### config.mk
export PLATFORM = sky130hd
export DESIGN_NAME = cuff_pressure_sequencer
export DESIGN_NICKNAME = d
export VERILOG_FILES = /design/src/design/cps_pkg.sv /design/src/design/cuff_pressure_sequencer.sv
export SDC_FILE = /design/constraint.sdc
export NUM_CORES = 2
export LEC_CHECK = 0
export BUFFER_PORTS_ARGS = -buffer_cell sky130_fd_sc_hd__buf_4
export CAP_MARGIN = 20
export CELL_PAD_IN_SITES_DETAIL_PLACEMENT = 1
export CELL_PAD_IN_SITES_GLOBAL_PLACEMENT = 1
export CORE_MARGIN = 5
export CORE_UTILIZATION = 45
export DETAILED_ROUTE_END_ITERATION = 16
export GPL_TIMING_DRIVEN = 0
export PLACE_DENSITY_LB_ADDON = 0.1
export SLEW_MARGIN = 15
export SYNTH_ARGS = -nofsm -noshare
export SYNTH_HDL_FRONTEND = slang
export SYNTH_SLANG_ARGS = --single-unit
### constraint.sdc
create_clock -name clk -period 9.3 [get_ports clk]
set_input_delay 1.86 -clock clk [delete_from_list [all_inputs] [get_ports clk]]
set_output_delay 1.86 -clock clk [all_outputs]
set_load 0.05 [all_outputs]
### src/design/cps_pkg.sv
// Shared types and constants for the cuff pressure sequencer.
// Holds the tick and result transaction structs, phase/command/reason codes,
// register indexes and the fixed-point conversion constants. No dependencies.
`default_nettype none

package cps_pkg;

	// Fields of one tick transaction
	typedef struct packed {
		logic [11:0] adc_raw;
		logic [1:0]  command;
		logic        comparator_trip;
	} sample_t;

	// Fields of one result transaction
	typedef struct packed {
		logic        pump_on;
		logic        valve_open;
		logic        valve_pulse;
		logic [2:0]  phase;
		logic [15:0] pressure_scaled;
		logic [9:0]  samples_taken;
		logic        done_res;
		logic [2:0]  end_reason;
	} result_t;

	// Command and trip travelling alongside the pipeline
	typedef struct packed {
		logic [1:0] command;
		logic       comparator_trip;
	} ctl_t;

	// Sequencer phases
	localparam logic [2:0] PH_IDLE    = 3'd0;
	localparam logic [2:0] PH_SETTLE  = 3'd1;
	localparam logic [2:0] PH_INFLATE = 3'd2;
	localparam logic [2:0] PH_DEFLATE = 3'd3;
	localparam logic [2:0] PH_VENT    = 3'd4;

	// Commands
	localparam logic [1:0] CMD_NONE   = 2'd0;
	localparam logic [1:0] CMD_START  = 2'd1;
	localparam logic [1:0] CMD_CANCEL = 2'd2;

	// End reasons
	localparam logic [2:0] RSN_NORMAL  = 3'd0;
	localparam logic [2:0] RSN_OVERP   = 3'd1;
	localparam logic [2:0] RSN_TIMEOUT = 3'd2;
	localparam logic [2:0] RSN_CANCEL  = 3'd3;
	localparam logic [2:0] RSN_TRIP    = 3'd4;

	// Register indexes (byte address = 4 * index)
	localparam logic [2:0] REG_TARGET   = 3'd0;
	localparam logic [2:0] REG_LIMIT    = 3'd1;
	localparam logic [2:0] REG_STOP     = 3'd2;
	localparam logic [2:0] REG_MIN_DROP = 3'd3;
	localparam logic [2:0] REG_TIMEOUT  = 3'd4;
	localparam logic [2:0] REG_VENT     = 3'd5;
	localparam logic [2:0] REG_SETTLE   = 3'd6;

	// Register reset values
	localparam logic [15:0] RST_TARGET   = 16'd11520;
	localparam logic [15:0] RST_LIMIT    = 16'd12800;
	localparam logic [15:0] RST_STOP     = 16'd2560;
	localparam logic [7:0]  RST_MIN_DROP = 8'd2;
	localparam logic [15:0] RST_TIMEOUT  = 16'd6000;
	localparam logic [9:0]  RST_VENT     = 10'd200;
	localparam logic [7:0]  RST_SETTLE   = 8'd10;

	// Conversion: p = floor((raw*3300 - 330*4096) * 115*75006*64 / (4096*2640*10000))
	// reduces to floor((raw*CONV_MUL - CONV_OFS) / 2^11 / 1375) for raw >= RAW_MIN.
	localparam logic [11:0] RAW_MIN  = 12'd410;
	localparam logic [25:0] CONV_MUL = 26'd47441295;
	localparam logic [37:0] CONV_OFS = 38'd19431954432;
	localparam int          DIV_SHIFT = 11;
	// Division by 1375 via reciprocal floor(2^37/1375), then one correction step
	localparam int          RCP_SHIFT = 37;
	localparam logic [26:0] RCP_MUL  = 27'd99955602;
	localparam logic [10:0] DIVISOR  = 11'd1375;

endpackage

`default_nettype wire

### src/design/cuff_pressure_sequencer.sv
// Cuff pressure sequencer top level: conversion pipeline, phase sequencer,
// APB register file and result register. Depends on cps_pkg.
//
// Usage:
//  - Tick channel (sample_valid / sample_stall / sample): one transaction per
//    10 ms tick carrying the raw ADC sample, the command and the comparator trip.
//  - Result channel (result_valid / result_stall / result): exactly one result
//    transaction per tick, in order.
//  - APB port programs the seven control registers at byte address 4*index;
//    write only while the sequencer is idle and no tick is in flight.
// Path: an accepted tick passes stage registers s1 to s4, then the result register.
// Throughput: one tick per clock while the result side does not stall; set by the
// four-stage conversion pipeline (constant multiply, reciprocal multiply, correction)
// feeding the phase update.
// Stall: each stage advances when its successor is empty or advancing, so
// bubbles close up; a stalled result holds and the pipeline keeps filling
// until full, then sample_stall rises.
// Reset: arst_n clears the pipeline valids, phase (idle), counters, reason
// and vent latch, and loads the register defaults.
`default_nettype none

module cuff_pressure_sequencer
	import cps_pkg::*;
#(
	parameter int SAMPLE_LIMIT = 600
) (
	input  wire logic        clk,
	input  wire logic        arst_n,
	// tick channel
	input  wire logic        sample_valid,
	output logic             sample_stall,
	input  wire sample_t     sample,
	// result channel
	output logic             result_valid,
	input  wire logic        result_stall,
	output result_t          result,
	// APB register port
	input  wire logic        psel,
	input  wire logic        penable,
	input  wire logic        pwrite,
	input  wire logic [4:0]  paddr,
	input  wire logic [31:0] pwdata,
	output logic [31:0]      prdata,
	output logic             pready
);

	localparam logic [9:0] SAMPLE_MAX = SAMPLE_LIMIT[9:0];

	// ---------------- configuration registers ----------------
	logic [15:0] target_q, limit_q, stop_q, timeout_q;
	logic [7:0]  min_drop_q, settle_q;
	logic [9:0]  vent_q;
	logic        cfg_wr;
	logic [2:0]  cfg_idx;

	assign pready  = 1'b1;
	assign cfg_idx = paddr[4:2];
	assign cfg_wr  = psel && penable && pwrite && pready;

	always_ff @(posedge clk or negedge arst_n) begin
		if (!arst_n) begin
			target_q   <= RST_TARGET;
			limit_q    <= RST_LIMIT;
			stop_q     <= RST_STOP;
			min_drop_q <= RST_MIN_DROP;
			timeout_q  <= RST_TIMEOUT;
			vent_q     <= RST_VENT;
			settle_q   <= RST_SETTLE;
		end else if (cfg_wr) begin
			case (cfg_idx)
				REG_TARGET:   target_q   <= pwdata[15:0];
				REG_LIMIT:    limit_q    <= pwdata[15:0];
				REG_STOP:     stop_q     <= pwdata[15:0];
				REG_MIN_DROP: min_drop_q <= pwdata[7:0];
				REG_TIMEOUT:  timeout_q  <= pwdata[15:0];
				REG_VENT:     vent_q     <= pwdata[9:0];
				REG_SETTLE:   settle_q   <= pwdata[7:0];
				default: ;
			endcase
		end
	end

	// register readback
	always_comb begin
		case (cfg_idx)
			REG_TARGET:   prdata = {16'd0, target_q};
			REG_LIMIT:    prdata = {16'd0, limit_q};
			REG_STOP:     prdata = {16'd0, stop_q};
			REG_MIN_DROP: prdata = {24'd0, min_drop_q};
			REG_TIMEOUT:  prdata = {16'd0, timeout_q};
			REG_VENT:     prdata = {22'd0, vent_q};
			REG_SETTLE:   prdata = {24'd0, settle_q};
			default:      prdata = 32'd0;
		endcase
	end

	// ---------------- pipeline flow control ----------------
	logic v_s1, v_s2, v_s3, v_s4, res_vld_q;
	logic en1, en2, en3, en4, en_out, upd;

	assign en_out       = !res_vld_q || !result_stall;
	assign en4          = !v_s4 || en_out;
	assign en3          = !v_s3 || en4;
	assign en2          = !v_s2 || en3;
	assign en1          = !v_s1 || en2;
	assign sample_stall = !en1;
	assign upd          = v_s4 && en_out;

	always_ff @(posedge clk or negedge arst_n) begin
		if (!arst_n) begin
			v_s1      <= 1'b0;
			v_s2      <= 1'b0;
			v_s3      <= 1'b0;
			v_s4      <= 1'b0;
			res_vld_q <= 1'b0;
		end else begin
			if (en1)    v_s1      <= sample_valid;
			if (en2)    v_s2      <= v_s1;
			if (en3)    v_s3      <= v_s2;
			if (en4)    v_s4      <= v_s3;
			if (en_out) res_vld_q <= v_s4;
		end
	end

	// ---------------- stage 1: input register ----------------
	sample_t smp_s1;
	always_ff @(posedge clk) begin
		if (en1) smp_s1 <= sample;
	end

	// offset-corrected sample times constant, pre-shifted
	logic [37:0] scaled_x;
	logic [26:0] y_d;
	assign scaled_x = 38'(smp_s1.adc_raw * CONV_MUL) - CONV_OFS;
	assign y_d      = (smp_s1.adc_raw >= RAW_MIN) ? scaled_x[37:DIV_SHIFT] : 27'd0;

	// ---------------- stage 2 ----------------
	logic [26:0] y_s2;
	ctl_t        ctl_s2;
	always_ff @(posedge clk) begin
		if (en2) begin
			y_s2   <= y_d;
			ctl_s2 <= '{command: smp_s1.command, comparator_trip: smp_s1.comparator_trip};
		end
	end

	// quotient estimate by reciprocal, low by at most one
	logic [53:0] rcp_prod;
	assign rcp_prod = 54'(y_s2) * 54'(RCP_MUL);

	// ---------------- stage 3 ----------------
	logic [26:0] y_s3;
	logic [15:0] qe_s3;
	ctl_t        ctl_s3;
	always_ff @(posedge clk) begin
		if (en3) begin
			y_s3   <= y_s2;
			qe_s3  <= rcp_prod[RCP_SHIFT +: 16];
			ctl_s3 <= ctl_s2;
		end
	end

	// remainder check and correction
	logic [26:0] rem;
	logic [15:0] p_d;
	assign rem = y_s3 - 27'(qe_s3 * DIVISOR);
	assign p_d = (rem >= 27'(DIVISOR)) ? qe_s3 + 16'd1 : qe_s3;

	// ---------------- stage 4 ----------------
	logic [15:0] p_s4;
	ctl_t        ctl_s4;
	always_ff @(posedge clk) begin
		if (en4) begin
			p_s4   <= p_d;
			ctl_s4 <= ctl_s3;
		end
	end

	// ---------------- phase sequencer ----------------
	logic [2:0]  phase_q, ph_d;
	logic [15:0] tick_q, tick_d, tick_inc, tick_sat;
	logic [15:0] prev_q, prev_d;
	logic [9:0]  samp_q, samp_d;
	logic [2:0]  rsn_q, rsn_d;
	logic        lat_q, lat_d;
	logic        pulse_d, done_d, abort;
	logic [16:0] drop;

	assign tick_inc = tick_q + 16'd1;
	assign tick_sat = (tick_q != 16'hFFFF) ? tick_inc : tick_q;
	assign drop     = {1'b0, prev_q} - {1'b0, p_s4};
	assign abort    = ctl_s4.comparator_trip || (ctl_s4.command == CMD_CANCEL);

	always_comb begin
		ph_d    = phase_q;
		tick_d  = tick_q;
		prev_d  = prev_q;
		samp_d  = samp_q;
		rsn_d   = rsn_q;
		lat_d   = lat_q;
		pulse_d = 1'b0;
		done_d  = 1'b0;
		if (abort) begin
			// trip outranks cancel; idle only records the reason and sets the vent latch
			rsn_d = ctl_s4.comparator_trip ? RSN_TRIP : RSN_CANCEL;
			if (phase_q != PH_IDLE) begin
				ph_d   = PH_VENT;
				tick_d = 16'd0;
			end
			lat_d = 1'b1;
		end else begin
			case (phase_q)
				PH_IDLE: begin
					if (ctl_s4.command == CMD_START) begin
						ph_d   = PH_SETTLE;
						tick_d = 16'd0;
						rsn_d  = RSN_NORMAL;
						samp_d = 10'd0;
						lat_d  = 1'b0;
					end
				end
				PH_SETTLE: begin
					if (p_s4 >= limit_q) begin
						ph_d   = PH_VENT;
						tick_d = 16'd0;
						rsn_d  = RSN_OVERP;
					end else if (tick_inc >= {8'd0, settle_q}) begin
						ph_d   = PH_INFLATE;
						tick_d = 16'd0;
					end else begin
						tick_d = tick_inc;
					end
				end
				PH_INFLATE: begin
					// target test before the limit
					if (p_s4 >= target_q) begin
						ph_d   = PH_DEFLATE;
						tick_d = 16'd0;
						samp_d = 10'd0;
						prev_d = p_s4;
					end else if (p_s4 >= limit_q) begin
						ph_d   = PH_VENT;
						tick_d = 16'd0;
						rsn_d  = RSN_OVERP;
					end
				end
				PH_DEFLATE: begin
					if (p_s4 >= limit_q) begin
						ph_d   = PH_VENT;
						tick_d = 16'd0;
						rsn_d  = RSN_OVERP;
					end else if (tick_sat >= timeout_q) begin
						ph_d   = PH_VENT;
						tick_d = 16'd0;
						rsn_d  = RSN_TIMEOUT;
					end else if (p_s4 < stop_q) begin
						ph_d   = PH_VENT;
						tick_d = 16'd0;
						rsn_d  = RSN_NORMAL;
					end else begin
						tick_d  = tick_sat;
						samp_d  = (samp_q < SAMPLE_MAX) ? samp_q + 10'd1 : samp_q;
						pulse_d = $signed(drop) < $signed({9'd0, min_drop_q});
						prev_d  = p_s4;
					end
				end
				PH_VENT: begin
					if (tick_inc >= {6'd0, vent_q}) begin
						ph_d   = PH_IDLE;
						tick_d = 16'd0;
						done_d = 1'b1;
					end else begin
						tick_d = tick_inc;
					end
				end
				default: ph_d = PH_IDLE;
			endcase
		end
	end

	always_ff @(posedge clk or negedge arst_n) begin
		if (!arst_n) begin
			phase_q <= PH_IDLE;
			tick_q  <= 16'd0;
			prev_q  <= 16'd0;
			samp_q  <= 10'd0;
			rsn_q   <= RSN_NORMAL;
			lat_q   <= 1'b0;
		end else if (upd) begin
			phase_q <= ph_d;
			tick_q  <= tick_d;
			prev_q  <= prev_d;
			samp_q  <= samp_d;
			rsn_q   <= rsn_d;
			lat_q   <= lat_d;
		end
	end

	// ---------------- result register ----------------
	result_t res_q;
	always_ff @(posedge clk) begin
		if (en_out) begin
			res_q.pump_on         <= (ph_d == PH_INFLATE);
			res_q.valve_open      <= (ph_d == PH_VENT) || ((ph_d == PH_IDLE) && lat_d);
			res_q.valve_pulse     <= pulse_d;
			res_q.phase           <= ph_d;
			res_q.pressure_scaled <= p_s4;
			res_q.samples_taken   <= samp_d;
			res_q.done_res        <= done_d;
			res_q.end_reason      <= rsn_d;
		end
	end

	assign result_valid = res_vld_q;
	assign result       = res_q;

	// ---------------- assertions ----------------
	// sequencer state only moves when a tick is retired into the result register
	a_state_hold: assert property (@(posedge clk) disable iff (!arst_n)
		!upd |=> $stable(phase_q) && $stable(tick_q) && $stable(samp_q))
		else $error("sequencer state changed without a retired tick");

	// completion is only flagged out of the vent phase
	a_done_from_vent: assert property (@(posedge clk) disable iff (!arst_n)
		upd && done_d |-> phase_q == PH_VENT)
		else $error("done raised outside vent");

	// sample count saturates at the limit
	a_sample_sat: assert property (@(posedge clk) disable iff (!arst_n)
		upd |=> samp_q <= SAMPLE_MAX)
		else $error("sample count above limit");

	// a blocked stage 4 keeps its pressure
	a_s4_hold: assert property (@(posedge clk) disable iff (!arst_n)
		v_s4 && !en_out |=> v_s4 && $stable(p_s4))
		else $error("stage 4 lost data while blocked");

endmodule

`default_nettype wire

* Yosys cells after proc, flatten, opt, wreduce, memory -nomap -nowiden
Cells that the tools add are included.
** Storage, ports and cells
- Bits in registers :: 290
- Input bits :: 59
- Output and inout port bits :: 71
- Word-level logic and storage cells :: 171
** Operators by class
- Add/subtract/negate cells :: 6
- $mul :: 3
- Order comparisons :: 10
- Equal/unequal tests :: 22
- Mux-type cells :: 53
- Bitwise logic cells :: 3
- Reduce and logical (&&, ||, !) cells :: 35
** Operators with widths (count)
- 16-bit two-way mux :: 17
- 16-bit case mux with 7 select lines :: 1
- 16-bit case mux with 5 select lines :: 1
- 10-bit two-way mux :: 7
- 3-bit two-way mux :: 19
- 27-bit by 26-bit multiplier with 52-bit output (second input constant) :: 1
- 16-bit greater-or-equal comparator :: 3
- 12-bit by 26-bit multiplier with 38-bit output (second input constant) :: 1
- 38-bit by 35-bit subtractor with 38-bit output (second input constant) :: 1
- 16-bit by 1-bit adder with 16-bit output (second input constant) :: 2
- 16-bit case mux with 2 select lines :: 1
- 10-bit case mux with 3 select lines :: 1
- 27-bit by 11-bit greater-or-equal comparator with 1-bit output (second input constant) :: 1
- 16-bit by 11-bit multiplier with 27-bit output (second input constant) :: 1
- 27-bit subtractor :: 1
- 17-bit by 9-bit less-than comparator with 1-bit output :: 1
- 16-bit by 16-bit subtractor with 17-bit output :: 1
- 16-bit by 10-bit greater-or-equal comparator with 1-bit output :: 1
- 16-bit by 8-bit greater-or-equal comparator with 1-bit output :: 1
- 16-bit less-than comparator :: 1
- 16-bit != test (second input constant) :: 1
- 3-bit by 2-bit equality test with 1-bit output (second input constant) :: 5
- 3-bit equality test (second input constant) :: 5
- 3-bit case mux with 5 select lines :: 1
- other kinds (25) :: 57

* Longest topological paths before layout
- Depth after elaboration :: 10
- Mapped depth :: 24
- Gate-level depth less buffers :: 24

* Least setup slack after synthesis
OpenSTA, ideal clock, no wires.
- Path kind :: reg-to-reg
- Start :: reg y_s2[3]
- End :: reg qe_s3[12] (data pin)
- Setup time :: 0.258 ns
- Arrival time :: 6.546 ns
- Data required time :: 9.042 ns
- Path slack :: 2.497 ns
- Stages on the path, launching flop included :: 23
- Buffers on the path :: 0
- Clock period less this slack :: 6.803 ns
- Path through :: edfxtp_1 inv_1 fa_1 inv_1 ha_1 fa_1 fa_1 fa_1 fa_1 inv_1 fa_1 inv_1 ha_1 a21oi_1 o21ai_0 a2111oi_0 o21bai_1 a311oi_1 a21oi_1 o41ai_1 nand2b_1 a21oi_1 xnor2_1
** On the way
- Word-level cells in the longest chain between the ends :: 1
** Ends and longest elaborated chain
- start: declaration :: RTL line cuff_pressure_sequencer.sv:138 : logic [26:0] y_s2;
- start signal: assignment :: RTL line cuff_pressure_sequencer.sv:142 : y_s2 <= y_d;
- 27-bit by 26-bit multiplier with 52-bit output :: RTL line cuff_pressure_sequencer.sv:149 : assign rcp_prod = 54'(y_s2) * 54'(RCP_MUL);
- named net rcp_prod[49] :: RTL line cuff_pressure_sequencer.sv:148 : logic [53:0] rcp_prod;
- end signal: assignment :: RTL line cuff_pressure_sequencer.sv:158 : qe_s3 <= rcp_prod[RCP_SHIFT +: 16];
- end: declaration :: RTL line cuff_pressure_sequencer.sv:153 : logic [15:0] qe_s3;
The timed path passes the listed nets, and every way through them passes these cells.
A chain may end at the register's enable or synchronous reset.

* Worst setup path after layout
- Start :: reg y_s2[18]
- End :: reg qe_s3[15] (data pin)
Same word-level chain as after synthesis.

==> results.py <==
metrics = {
    "die": {
        "die_w_um": 303,
        "io_pins": 130,
        "chipHeight_um": 303,
        "row_count": 107,
        "initial_utilization": 0.453,
        "coreArea_mm2": 0.0851,
        "dieArea_mm2": 0.0916,
    },
    "timing": {
        "timing.slew.headroom": 0.295,
        "maxSlewViolCount": 0,
        "rsz0062_at_grt": "false",
        "setup-tns-final_ns": 0,
        "worst_pin_slew_ns": 1.06,
        "finClkSkew_ns": 0.0387,
        "finalCritPeriodShare": 0.857,
        "finalCriticalPeriod_ns": 7.97,
        "fmax_mhz": 125,
        "hold_viol_final": 0,
        "finalSetupViolCount": 0,
    },
    "placed_design": {
        "place_inst": 5032,
        "gp_congestion": 0.843,
        "io_buffers": 92,
        "dp_hpwl_mm": 87.5,
    },
    "cts": {
        "ctsHoldBuffers": 0,
        "cts_max_level": 2,
        "cts_buffer_depth": 3,
        "cts_root_buf": "clkbuf_16",
        "cts-resized-gates": 0,
        "path_clk_slew_ns": 0.06,
        "cts_made_buffers": 39,
        "cts_tree": "built",
        "clk-insertion-delay-late_ns": 0.60,
        "cts.sinks": 290,
        "post_cts_buffers": 0,
    },
    "routing": {
        "route.vias.total": 26800,
        "drtIter0Drc": 1209,
        "drc_errors": 0,
        "dr.pass1.iters": 4,
        "wl_mm": 105,
        "drt-vias-per-instance": 5.25,
        "wl_per_cell_um": 20.5,
        "detail-route-antenna-nets": 0,
    },
    "yosys": {
        "synth_top_area_share": 0.269,
        "syn-instance-count": 3777,
        "synth-async-reset-ratio": 0.497,
        "synth_area_leaders": "fa_1 (27%), ha_1 (20%), edfxtp_1 (11%), inv_1 (9.1%), dfrtp_1 (7.9%)",
        "avgSynthCellArea_um2": 10.2,
        "synthFlopType": "edfxtp_1",
        "yosys_register_bits": 290,
        "netlist_area_mm2": 0.0385,
        "synth_most_common_cell": "inv_1",
        "ys_seq_area_frac": 0.208,
        "synth_edf_count": 146,
        "yosys_warnings": 0,
        "yosysTopAreaCell": "fa_1",
        "synth.distinct_cells": 93,
        "synth_common_cells": "inv_1 (931), ha_1 (619), fa_1 (517)",
    },
    "cells_and_area": {
        "seq_area_mm2": 0.00802,
        "fillerInstances": 9622,
        "drive_gt1_frac": 0.0790,
        "antenna_cells": 0,
        "multiInputGateArea_mm2": 0.0267,
        "layout.cells.non_filler": 5104,
        "nets": 5124,
        "area_growth_pct": 9.25,
    },
    "status": {
        "status": "finished clean",
    },
    "setup_path": {
        "cp_max_fo": 12,
        "crit_chain": "ha_1 -> fa_1 -> inv_1 -> fa_1 -> fa_1 -> inv_1 -> fa_1 -> fa_1 -> inv_1 -> fa_1 -> inv_1 -> ha_1 -> a21oi_1 -> o21ai_0 -> a2111oi_0 -> o21bai_1 -> a311oi_1 -> a21oi_1 -> o31ai_1 -> o221ai_1 -> a31oi_1 -> xnor2_1",
        "required_ns": 9.59,
        "slowest_stage": "edfxtp_1",
        "critPathLaunchType": "register",
        "reg2reg_depth": 22,
        "path_class": "reg -> reg",
        "arrival_ns": 8.26,
        "crit_path_end_kind": "register",
        "critPathMaxStageDelay_ns": 1.02,
        "path_common_cell": "fa_1",
    },
    "worst_hold_path": {
        "holdPathStages": 0,
        "hold_path.class": "reg -> reg",
    },
    "global_route": {
        "grt_max_degree": 93,
        "grtUsageTotal": 0.235,
        "grt_pass1_vias": 29700,
        "grt_pass1_wl_mm": 168,
        "grt_antenna_before_repair": 1,
        "grt.overflow.total": 0,
    },
    "run": {
        "maxCapViolations": 0,
    },
}
## stage by stage
step | hold slack [ns] | setup WS [ns] | util | cell area [µm²]
final | 0.419 | 1.33 | 0.494 | 42100
after global routing | 0.438 | 0.790 | 0.494 | 42100
after CTS | 0.421 | 1.25 | 0.494 | 42100
after detailed placement | 0.406 | 1.27 | 0.479 | 40800
after global placement | 0.401 | 1.35 | 0.478 | 40700
after floorplan | 0.400 | 2.50 | - | 38600
## cells by family after synthesis
group,count (synthesis),share of synthesized area
adder cells (fa/ha/maj),1136,0.470
buffers and inverters,1011,0.101
AO/OA/AOI/OAI,587,0.101
AND/OR/NAND/NOR,569,0.0725
flip-flops,290,0.208
XOR/XNOR,97,0.0220
multiplexers,85,0.0256
other,2,0.000195
## critical path: cells and delay by family, from the launching register on
family          cells  cell delay (ns)
buf+inv             4             0.23
flops               1             1.02
xor+xnor            1             0.11
compound gates      9             2.47
fa+ha+maj           8             3.85
## state kept, by name, summed over array words and instances, names as in the netlist, 16 cells and up
signal / flops
limit_q: 16
target_q: 16
y_s2: 27
y_s3: 27
timeout_q: 16
stop_q: 16
result: 36
p_s4: 16
prev_q: 16
qe_s3: 16
tick_q: 16
## cell usage in the layout (no fill, tap or decap), types with 10 or more instances in the layout
| cell type | instances |
|---|---|
| nor3_1 | 40 |
| mux2i_1 | 21 |
| nand2b_1 | 35 |
| conb_1 | 17 |
| clkbuf_1 | 58 |
| dfstp_2 | 22 |
| o21ai_0 | 145 |
| edfxtp_1 | 146 |
| mux2_2 | 59 |
| xor2_1 | 32 |
| a31oi_1 | 21 |
| nand4_1 | 25 |
| ha_1 | 619 |
| or3_1 | 10 |
| xnor2_1 | 65 |
| nor2b_1 | 21 |
| buf_4 | 109 |
| clkbuf_16 | 39 |
| o21bai_1 | 14 |
| o22ai_1 | 12 |
| dfrtp_1 | 122 |
| o21a_1 | 30 |
| nand2_1 | 168 |
| nand3_1 | 47 |
| and2_1 | 12 |
| o211ai_1 | 13 |
| and3_1 | 23 |
| a211oi_1 | 21 |
| a21oi_1 | 132 |
| inv_1 | 930 |
| fa_1 | 517 |
| a21o_1 | 57 |
| o21ai_1 | 11 |
| nor2_1 | 135 |
| o31ai_1 | 13 |
## final timing paths
check,from,slack (ns),end
worst min register to register,smp_s1[2]$_DFFE_PN_,0.42,ctl_s2[2]$_DFFE_PP_
worst max-delay path,y_s2[18]$_SDFFCE_PN0P_,1.33,qe_s3[15]$_DFFE_PP_
worst min-delay path,smp_s1[2]$_DFFE_PN_,0.42,ctl_s2[2]$_DFFE_PP_
worst max register to register,y_s2[18]$_SDFFCE_PN0P_,1.33,qe_s3[15]$_DFFE_PP_
min in group asynchronous,arst_n,1.31,timeout_q[1]$_DFFE_PN0P_
max in group asynchronous,arst_n,7.15,target_q[13]$_DFFE_PN1P_
## layout make-up
cell class / instances / share of cell area
buffer: 79 / 0.00927
clock buffer: 54 / 0.0252
clock inverter: 18 / 0.00544
inverter: 932 / 0.0831
multi-input combinational: 2491 / 0.634
sequential: 290 / 0.190
tap: 1144 / 0.0340
timing repair buffer: 96 / 0.0185
## per-layer routing
layer / global-route usage / wire length, µm
met3: 0.0291 / 3620
met4: 0.0439 / 1990
met1: 0.322 / 47600
met5: 0 / 0
met2: 0.407 / 51600
Power is not shown: default switching activity piles up to over one toggle a cycle in this logic, so the estimate is an artifact.
